### src/sv/gmp_row_mem.sv
`timescale 1ns / 1ps
// ============================================================================
// gmp_row_mem
// Previous-row store: one write and one read port, registered read data.
// A read of the address being written in the same cycle returns the new data.
// ============================================================================
module gmp_row_mem #(
    parameter int DEPTH = 64,
    parameter int WIDTH = 60,
    localparam int AW   = (DEPTH > 1) ? $clog2(DEPTH) : 1
) (
    input  logic             aclk,
    input  logic             wr_en,
    input  logic [AW-1:0]    wr_addr,
    input  logic [WIDTH-1:0] wr_data,
    input  logic             rd_en,
    input  logic [AW-1:0]    rd_addr,
    output logic [WIDTH-1:0] rd_data
);

    logic [WIDTH-1:0] mem [DEPTH];
    logic [WIDTH-1:0] rd_data_reg;

    // write port
    always_ff @(posedge aclk) begin
        if (wr_en) begin
            mem[wr_addr] <= wr_data;
        end
    end

    // read port, write-first on an address collision
    always_ff @(posedge aclk) begin
        if (rd_en) begin
            if (wr_en && (wr_addr == rd_addr)) begin
                rd_data_reg <= wr_data;
            end else begin
                rd_data_reg <= mem[rd_addr];
            end
        end
    end

    assign rd_data = rd_data_reg;

endmodule

### config.mk
export PLATFORM = sky130hd
export DESIGN_NAME = gmp_row_mem
export DESIGN_NICKNAME = d
export VERILOG_FILES = /design/src/sv/gmp_row_mem.sv
export SDC_FILE = /design/constraint.sdc
export NUM_CORES = 2
export LEC_CHECK = 0
export ABC_AREA = 1
export BUFFER_PORTS_ARGS = -buffer_cell sky130_fd_sc_hd__buf_2
export CAP_MARGIN = 10
export CORE_MARGIN = 4
export CORE_UTILIZATION = 36
export DETAILED_ROUTE_END_ITERATION = 10
export PLACE_DENSITY = 0.58
export SYNTH_ARGS = -nofsm -noshare
export SYNTH_HDL_FRONTEND = slang
export SYNTH_SLANG_ARGS = --single-unit
### constraint.sdc
create_clock -name aclk -period 18.6 [get_ports aclk]
set_clock_uncertainty 0.15 [all_clocks]
set_input_delay 1.86 -clock aclk [delete_from_list [all_inputs] [get_ports aclk]]
set_output_delay 1.86 -clock aclk [all_outputs]
set_load 0.005 [all_outputs]
; ---- Word level (Yosys, flattened, before mapping)
; Memory sizes are Yosys's and may differ from the RTL's. A register that Yosys moved wholly into a read port is not among the register bits.
; Cells that the tools add are included.
[totals]
reg_bits = 0
latch_bits = 0
ramBits = 3840
rom_bits = 0
input_bits = 75
output_inout_bits = 60
elab_cells = 3
n_memories = 1
[classes]
add_sub_neg = 0
mul = 0
div = 0
order_cmp = 0
n_eq_ne = 0
n_shift = 0
n_mux = 2
bitwise_logic = 0
reduce_logical = 0
[memory_table]
columns = name, depth, width, rd, rd_clocked_by_memory_dff, write_ports, line_no
row1 = mem, 64, 60, 1, 1, 1, 21  ; logic [WIDTH-1:0] mem [DEPTH];
[op_table]
columns = operator, n
row1 = 2-to-1 mux 1 bit, 2

; ---- Longest topological paths before layout
[depth]
ltp_word = 2
ltp_mapped = 14
depth_no_buf = 11

; ---- Worst setup path before layout
; OpenSTA, ideal clock, no wires.
[synth_path]
path_type = in2reg
startpoint = input wr_en
endpoint = memory mem[48][0] (enable)
setup_ps = 628
arrival_time_ps = 8137
required_time_ps = 17822
path_slack_ps = 9685
stages = 3
path_buffers = 1
path_cell_list = clkbuf_1 -> nand4_1 -> nor4_1
[synth_via]
elab_chain_cells = 2
[synth_rtl]
columns = item, line_no
row1 = start: declaration, 13  ; input logic wr_en,
row2 = 2-to-1 mux 1 bit, 26  ; if (wr_en) begin
row3 = 2-to-1 mux 1 bit (not written as such), 27  ; mem[wr_addr] <= wr_data;
row4 = end: declaration, 21
; Every way passes these cells.

==> flow_summary.toml <==
[logic_synthesis]
synthDistinctLibCells = 26
synth_common_cells = "nand2_1, edfxtp_1, nand3_1, buf_2, buf_6"
synth_fp_nets = 12690
netlist_area_um2 = 157100
yosysSeqAreaShare = 0.7453
yosysWarnings = 0
synth.area.top_cells = "edfxtp_1, nand3_1, nand2_1, buf_6, buf_2"
synth-async-reset-ratio = 0
synth_cells = 12610
avgSynthCellArea_um2 = 12.46
yosysMostFrequentCell = "nand2_1"
synth_top_area_cell = "edfxtp_1"
synth_ff_type = "edfxtp_1"
synth_top_area_frac = 0.7453
synth_edf_count = 3900
ys_ff_latch = 3900

[route]
wl_um = 513500
drc = 0
ant_nets = 0
first_iter_violations = 13470
wl_per_cell_um = 27.52
dr.pass1.iters = 9
viasPerCell = 5.540
via_count = 103400

[global_routing]
grt_max_degree = 214
antenna_found_initial = 49
grt_first_pass_wirelength_um = 724100
grt_pass1_vias = 94990
grt_overflow = 0
grt_usage = 0.2231

[cells_and_area]
final_util = 0.4026
nets = 12650
fill_cells = 40190
area_growth_pct = 11.32
drive_above_1_share = 0.07955
largest_reg_flops = 3840

[min_path]
whs_path_depth = 8
min_path_type = "flop to flop"

[clock_tree]
cts_max_level = 5
cts_root_buf = "clkbuf_16"
cts.sinks = 3900
clk_pin_slew_ns = 0.06
cts_tree = "built"
hold_buffers = 0
cts-buffers-inserted = 397
cts_resized = 0
clockBufferDepth = 4
clock_latency_ns = 0.97
post-cts-setup-buffers = 0

[critical_path]
r2r_cells = 8
required_ns = 19.21
crit_path_start_kind = "input pin"
worstSetupPathType = "input pin to flop"
arrival_ns = 7.05
worstPathMaxFanout = 183
end_kind = "flop"
r2r_slack_ns = 16.59

[timing]
post-route-period-util = 0.3459
max_slew_margin = 0.1380
slew_violations = 0
setup_violations = 0
rsz0062_at_grt = "no"
whs_ns = 0.7430
tightest_slew_ns = 1.293
tns_ns = 0
fmax_mhz = 155.4
hold_viol_final = 0
finalCriticalPeriod_ns = 6.433
fin_ws_ns = 12.17

[die]
die_area_um2 = 447100
rows = 242
coreArea_um2 = 434500
die_w_um = 668.7
start_util = 0.3616
die_y_um = 668.7
io_pins = 135

[outcome]
status = "complete, no violations"

[place]
pre_cts_slack_ns = 11.43
gp_congestion = 0.7850
numPortBuffers = 134
dpl.hpwl_um = 253800

[power]
powerDensity_nw_per_um2 = 107.1
peakVddDrop_uv = 77.68
leakage_nw = 60.08
power_mw = 18.73

[flow_run]
maxCapViolations = 0
final timing paths:
path,startpoint,to
setup / recovery,rd_addr[0],rd_data[46]
hold / removal,mem[12][55],rd_data[55]
setup reg to reg,mem[0][22],rd_data[22]
hold reg to reg,mem[12][55],rd_data[55]
layer usage:
layer	GRT usage	wire [um]	vias up
li1	-	-	45210
met1	0.3049	205300	51840
met2	0.3581	240300	5321
met3	0.03991	48310	962
met4	0.07776	19300	36
met5	0	230	-
stage by stage:
step / cells / cell area, um^2
5_1_grt: 18640 / 174900
6_report: 18660 / 174900
3_3_place_gp: 17910 / 162100
4_1_cts: 18630 / 174800
2_1_floorplan: 12610 / 157100
3_5_place_dp: 17910 / 162100
kinds of logic (layout without fill, tap and decap cells):
family                    after synthesis  count (layout)  synth area share
xor gates and xnor gates                1               1        0.00005575
AOI/OAI and AO/OA                       4               4         0.0001513
and+or+nand+nor                      7837            7837            0.2176
other                                   0              27                 0
DFF                                  3900            3900            0.7453
buffers and inverters                 869            1155           0.03683
placed cells by master (no fill, tap or decap):
| cell | n |
|---|---|
| nand2_1 | 3981 |
| clkbuf_1 | 89 |
| o21ai_0 | 1 |
| clkbuf_16 | 407 |
| buf_2 | 127 |
| clkinv_16 | 7 |
| xor2_1 | 1 |
| edfxtp_1 | 3900 |
| nor4_2 | 9 |
| clkinv_2 | 65 |
| nor3_1 | 1 |
| buf_6 | 1 |
| inv_2 | 1 |
| buf_4 | 271 |
| o22ai_1 | 1 |
| diode_2 | 27 |
| bufinv_16 | 36 |
| inv_4 | 1 |
| inv_6 | 10 |
| buf_12 | 15 |
| nand4_1 | 9 |
| o211ai_1 | 1 |
| o21ai_1 | 1 |
| clkinvlp_4 | 7 |
| inv_16 | 3 |
| clkinv_8 | 2 |
| buf_8 | 4 |
| nor2_4 | 56 |
| nand3_1 | 3778 |
| nor2_1 | 2 |
| inv_1 | 4 |
| nand2_4 | 1 |
| clkinv_1 | 102 |
| inv_8 | 3 |
critical path, stage by stage:
cell,delay (ns)
buf_12,0.18
clkinv_16,0.33
buf_4,0.59
buf_12,0.59
buf_4,0.77
buf_4,0.91
nand2_1,0.13
nand3_1,0.12
nand3_1,0.09
nand3_1,0.14
nand3_1,0.17
nand3_1,0.23
nand3_1,0.14
nand2_1,0.11
power by group:
group	switching [mW]	internal, mW	leakage, nW
registers	0.0379	9.75	35.1
logic	0.808	0.248	18.8
clock network	3.39	4.50	6.19
total	4.23	14.5	60.1
area by class of cell:
| class | count | area, um^2 | share of cell area |
|---|---|---|---|
| Antenna cell | 27 | 67.56 | 0.0003863 |
| Inverter | 13 | 121.4 | 0.0006939 |
| Timing Repair Buffer | 418 | 3042 | 0.01739 |
| Multi-Input combinational cell | 7842 | 34710 | 0.1984 |
| Tap cell | 5734 | 7174 | 0.04102 |
| Sequential cell | 3900 | 117100 | 0.6695 |
| Clock inverter | 228 | 2170 | 0.01240 |
| Clock buffer | 496 | 10520 | 0.06014 |
Power figures use the tool's default switching activity.
