`src/sv/gmp_pkg.sv`:
```
`timescale 1ns / 1ps
// ============================================================================
// gmp_pkg
// Shared constants and types for the constrained minimum path sum block.
// ============================================================================
package gmp_pkg;

    // Default sizing of the block
    localparam int DEF_MAX_COLS  = 64;
    localparam int DEF_MAX_ROWS  = 1024;
    localparam int DEF_COST_BITS = 8;
    localparam int DEF_SUM_BITS  = 20;

    // Configuration register file
    localparam int NUM_COLS_W = 7;
    localparam int NUM_ROWS_W = 11;
    localparam int CFG_IDX_W  = 2;
    localparam int CFG_DATA_W = 11;

    localparam logic [NUM_COLS_W-1:0] NUM_COLS_RST = NUM_COLS_W'(6);
    localparam logic [NUM_ROWS_W-1:0] NUM_ROWS_RST = NUM_ROWS_W'(6);

    typedef enum logic [CFG_IDX_W-1:0] {
        REG_NUM_COLS = 2'd0,
        REG_NUM_ROWS = 2'd1
    } cfg_reg_e;

    // Position of the cell in the compute stage within the grid
    typedef struct packed {
        logic first_row;
        logic first_col;
        logic last_col;
    } cell_pos_t;

endpackage

```
`src/sv/gmp_cell.sv`:
```
`timescale 1ns / 1ps
// ============================================================================
// gmp_cell
// Cell update: three saturating sums, one per excluded move, plus their min.
// ============================================================================
module gmp_cell import gmp_pkg::*; #(
    parameter int COST_BITS = DEF_COST_BITS,
    parameter int SUM_BITS  = DEF_SUM_BITS
) (
    input  logic [COST_BITS-1:0]  cost,
    input  cell_pos_t             pos,
    input  logic [SUM_BITS-1:0]   cur_straight,  // not-straight sum, same column
    input  logic [SUM_BITS-1:0]   left_right,    // not-right sum, column to the left
    input  logic [SUM_BITS-1:0]   right_left,    // not-left sum, column to the right
    output logic [3*SUM_BITS-1:0] new_entry,     // {not_right, not_straight, not_left}
    output logic [SUM_BITS-1:0]   new_min
);

    localparam int ADD_W = ((COST_BITS > SUM_BITS) ? COST_BITS : SUM_BITS) + 1;
    localparam logic [SUM_BITS-1:0] INF = {SUM_BITS{1'b1}};

    logic [SUM_BITS-1:0] l_right;
    logic [SUM_BITS-1:0] m_straight;
    logic [SUM_BITS-1:0] r_left;
    logic [SUM_BITS-1:0] n_left;
    logic [SUM_BITS-1:0] n_straight;
    logic [SUM_BITS-1:0] n_right;
    logic [SUM_BITS-1:0] min_ls;

    function automatic logic [SUM_BITS-1:0] min2(input logic [SUM_BITS-1:0] a,
                                                 input logic [SUM_BITS-1:0] b);
        return (a < b) ? a : b;
    endfunction

    function automatic logic [SUM_BITS-1:0] sat_add(input logic [COST_BITS-1:0] c,
                                                    input logic [SUM_BITS-1:0]  s);
        logic [ADD_W-1:0] ce;
        logic [ADD_W-1:0] se;
        logic [ADD_W-1:0] inf_e;
        logic [ADD_W-1:0] sum;
        ce    = ADD_W'(c);
        se    = ADD_W'(s);
        inf_e = ADD_W'(INF);
        sum   = ce + se;
        if ((ce >= inf_e) || (se >= inf_e) || (sum >= inf_e)) begin
            return INF;
        end
        return sum[SUM_BITS-1:0];
    endfunction

    // Neighbours: row above the grid is zero, outside columns are infinity
    always_comb begin
        if (pos.first_row) begin
            l_right    = '0;
            m_straight = '0;
            r_left     = '0;
        end else begin
            l_right    = pos.first_col ? INF : left_right;
            m_straight = cur_straight;
            r_left     = pos.last_col ? INF : right_left;
        end
    end

    // Each sum excludes one arriving move
    assign n_left     = sat_add(cost, min2(m_straight, l_right));
    assign n_straight = sat_add(cost, min2(l_right, r_left));
    assign n_right    = sat_add(cost, min2(r_left, m_straight));

    assign new_entry = {n_right, n_straight, n_left};
    assign min_ls    = min2(n_left, n_straight);
    assign new_min   = min2(min_ls, n_right);

endmodule

```
`config.mk`:
```
export PLATFORM = sky130hd
export DESIGN_NAME = gmp_cell
export DESIGN_NICKNAME = d
export VERILOG_FILES = /design/src/sv/gmp_pkg.sv /design/src/sv/gmp_cell.sv
export SDC_FILE = /design/constraint.sdc
export NUM_CORES = 1
export LEC_CHECK = 0
export ABC_AREA = 0
export BUFFER_PORTS_ARGS = -buffer_cell sky130_fd_sc_hd__buf_2
export CAP_MARGIN = 20
export CORE_ASPECT_RATIO = 0.9
export CORE_MARGIN = 8
export CORE_UTILIZATION = 64
export DETAILED_ROUTE_END_ITERATION = 8
export MAX_ROUTING_LAYER = met4
export PLACE_DENSITY = 0.95
export SLEW_MARGIN = 5
export SYNTH_ARGS = -nofsm -noshare
export SYNTH_HDL_FRONTEND = slang
export SYNTH_SLANG_ARGS = --single-unit
```
`constraint.sdc`:
```
create_clock -name vclk -period 38.6
set_input_delay 3.86 -clock vclk [all_inputs]
set_output_delay 3.86 -clock vclk [all_outputs]
set_load 0.05 [all_outputs]
```
# Word level (Yosys, flattened, before mapping)
# Index checks and enable logic that the tools add are counted.
# word_totals
regBits	0
out_inout_bits	80
# classes
add_sub_neg	3
order_cmp	11
muxes	19
n_reduce_logical	3
# op_table
operator	count
$mux 20	16
$lt 20x20->1	5
$add 8x20->21	3
$ge 21x20->1 const B	3
$ge 20x20->1 const B	3
$logic_or 1x1->1	3
$mux 1	3

# Longest topological paths before layout
# logic_depth
word_depth	13
ltp_mapped	60
mapped_depth_nobuf	50

# Least setup slack after synthesis
# No wires, ideal clock.
# synth_path
path_kind	input to output
startpoint	in pos[2] (netlist name)
endpoint	out new_min[10]
arrival_ns	15.410
t_required_ns	34.740
setup_slack_ns	19.330
stages	59
cell_sequence	buf_6 > buf_6 > clkbuf_1 > clkbuf_1 > clkbuf_1 > clkbuf_1 > o21bai_1 > inv_1 > ha_1 > and3_1 > o21ai_1 > o2111ai_1 > nor2_2 > clkbuf_1 > clkbuf_1 > nor2_1 > a211oi_1 > ha_1 > (+23 left out) > o211ai_2 > buf_6 > mux2i_1 > inv_1 > ha_1 > a21o_1 > a21o_1 > a21o_1 > a21o_1 > a21o_1 > a21o_1 > a21oi_1 > a211oi_1 > and4_1 > a22oi_1 > o211ai_1 > buf_4 > mux2i_1
# synth_via
elab_chain_len	12
word_cells_on_any_way	31
# synth_lines
element	line_no	rtl
from (decl)	gmp_cell.sv:11	input cell_pos_t pos,
$mux 20	gmp_cell.sv:53	if (pos.first_row) begin
$lt 20x20->1	gmp_cell.sv:32	return (a < b) ? a : b;
$mux 20 (*)	gmp_cell.sv:32	
$add 8x20->21	gmp_cell.sv:44	sum = ce + se;
$ge 21x20->1	gmp_cell.sv:45	if ((ce >= inf_e) || (se >= inf_e) || (sum >= inf_e)) begin
$logic_or 1x1->1	gmp_cell.sv:45	
$mux 1	gmp_cell.sv:45	
$mux 20 (*)	gmp_cell.sv:48	return sum[SUM_BITS-1:0];
net new_entry[33]	gmp_cell.sv:15	output logic [3*SUM_BITS-1:0] new_entry,
$lt 20x20->1	gmp_cell.sv:32	
$mux 20 (*)	gmp_cell.sv:32	
$lt 20x20->1	gmp_cell.sv:32	
$mux 20 (*)	gmp_cell.sv:32	
to (decl)	gmp_cell.sv:16	output logic [SUM_BITS-1:0] new_min
# Mark *: on every way through the listed nets, which the timed path passes. The rest lies on a longest branch.

# Worst setup path after layout
# layout_path
startpoint	in pos[2] (netlist name)
endpoint	out new_min[18]
# layout_via
elab_chain_len	12
word_cells_on_any_way	31
# layout_lines
element	line_no
$mux 20	gmp_cell.sv:53
$lt 20x20->1	gmp_cell.sv:32
$mux 20	gmp_cell.sv:32
$add 8x20->21	gmp_cell.sv:44
$ge 21x20->1	gmp_cell.sv:45
$logic_or 1x1->1	gmp_cell.sv:45
$mux 1	gmp_cell.sv:45
$mux 20	gmp_cell.sv:48
$lt 20x20->1	gmp_cell.sv:32
$mux 20	gmp_cell.sv:32
$lt 20x20->1	gmp_cell.sv:32
$mux 20 (*)	gmp_cell.sv:32
# Every way passes the cells marked *; elsewhere a longest branch is shown, timed or not.

==> metrics.md <==
| Metric | Value |
|---|---|
| Synth cell types | 91 |
| Max-cap viol count | 0 |
| Largest net degree at the start of global routing | 84 |
| Setup Buffers After CTS | 0 |
| Pwr/cell area | 43.6 nW/um^2 |
| Status | complete, no violations |
| Share of post-route cells with drive strength above 1 | 18.8% |
| Initial Util | 64.6% |
| Final Wtd Congestion | 1.11 |
| Final hold vios | 0 |
| Initial drt markers | 1265 |
| Total Wirelength | 30800 um |
| Ant diodes | 0 |
| Simple-gate share of the synthesized area | 29.3% |
| Worst IR Drop VDD | 0.0237 mV |
| Worst Hold Launch | cost[0] |
| Slowest stage cell, crit path | a2111oi_2 |
| Critical Path Most Common Cell | a21o_1 |
| Mux share of post-synthesis cell area | 7.12% |
| Non-filler cells, final | 1402 |
| Setup total negative slack | 0 ns |
| Post-DRT Antenna Nets | 0 |
| Synth Area in Compound Gates | 26.8% |
| Critical Path End Type | output port |
| Max-slew violations | 0 |
| Final #Nets | 1432 |
| Worst Max-Slew Pin Slew | 1.24 ns |
| Initial antenna violation count | 0 |
| Final Util | 71.0% |
| Hold Crit Depth | 5 |
| Final Cycle Share | 52.8% |
| Synth top area share | 18.6% |
| Xor/xnor share of the synthesized area | 7.87% |
| Post-CTS resize count | 0 |
| CLK BUF | 0 |
| Critical Path RT | 34.74 ns |
| Cell taking the most area after synthesis | ha_1 |
| Count leader, synth | inv_1 |
| First-pass GRT wire length | 46700 um |
| Syn-to-layout area delta | 9.92% |
| Vias in the first global route | 8444 |
| RSZ-0062 raised after global routing | false |
| # IOs | 151 |
| Num sequential | 0 |
| Tmin final | 20.38 ns |
| Wire length per cell | 21.9 um |
| Register area | 0 sq um |
| Placeable Area | 11900 sq um |
| Die ar. | 15800 sq um |
| CP max FO | 83 |
| Hold buffers post-CTS | 0 |
| DRC | 0 |
| Critical path arrival | 16.52 ns |
| Adder-cell area share of the yosys netlist | 19.4% |
| Row cnt | 38 |
| Final setup viols | 0 |
| DIE HEIGHT | 120 um |
| Syn nets | 1322 |
| Overall power | 368 uW |
| All-Layer GR Usage | 37.1% |
| Chip width | 131 um |
| Fmax | 0.0491 GHz |
| Main combinational cell family by area after synthesis | simple AND/OR/NAND/NOR gates |
| Pleak | 0.00427 uW |
| Hold Path Class | primary input to output port |
| Worst Path Buf+Inv | 9 |
| Vias per inst | 6.64 |
| Post-synthesis sequential area ratio | 0% |
| Largest cells by area after synthesis | ha_1, xnor2_1, inv_1 |
| Max incr delay on CP | 0.87 ns |
| Worst Setup SP | pos[2] |
| Critical path class | primary input to output port |
| Levels on crit path | 51 |
| Critical path's top delay family | compound AO/OA/AOI/OAI gates |
| Synth warnings | 0 |
| Port bufs | 151 |
| GRT overflow | 0 |
| Detailed Place HPWL | 25900 um |
| Post-synth top cells | inv_1, ha_1, nor2_1 |
| Vias | 9315 |
| Syn Std Cell Area | 7680 sq um |
| Post-Syn Area per Cell | 6.77 sq um |
| Critical path launch point type | primary input |
| Post-Synthesis Cells | 1134 |
| Detailed Routing Iterations Pass 1 | 8 |
| Max_slew headroom | 17.0% |
| Placed insts | 1401 |
per-layer routing:
layer / routed length (um) / global-route usage [%] / up-vias / share of wire [%]
met2: 12600 / 54.7 / 684 / 41
met3: 4280 / 11.2 / 108 / 14
li1: - / - / 4276 / -
met1: 12700 / 47.7 / 4247 / 41
met5: 0 / - / - / 0
met4: 1240 / 11.5 / 0 / 4.0
layout make-up:
type / instances / area, sq um
multi-input cells: 963 / 6970
inverters: 120 / 450
fillers: 1027 / 3450
well taps: 160 / 200
repair buffers: 159 / 816
report_power, final:
part	internal [uW]	leakage, uW	switching [uW]
Clock	0	0	0
Sequential	0	0	0
Combinational	109	0.00427	259
metrics by stage:
step           hold WS (ns)  area, sq um  setup WS, ns
6_report               8.44         8440         18.22
4_1_cts                8.43         8430         18.56
2_1_floorplan          8.21         7680         19.33
3_5_place_dp           8.42         8430         18.60
5_1_grt                8.48         8440         17.60
3_3_place_gp           8.42         8430         18.79
cells by family after synthesis:
group           Yosys count
mux                      51
compound gates          292
simple gates            434
fa+ha+maj               117
buf+inv                 171
xor+xnor                 69
layout by cell type, fill, tap and decap left out, types with 31 or more instances in the layout:
cell type	instances
buf_2	151
inv_1	118
nor2_1	114
ha_1	114
nand2_1	98
o21ai_0	66
xnor2_1	63
a21oi_1	55
a21o_1	34
mux2i_1	34
nand3_1	31
path summary, 6_finish.rpt:
check / end / slack, ns
max: new_min[18] / 18.22
min: new_entry[40] / 8.44
No activity file was read; power rests on OpenSTA's default activity.
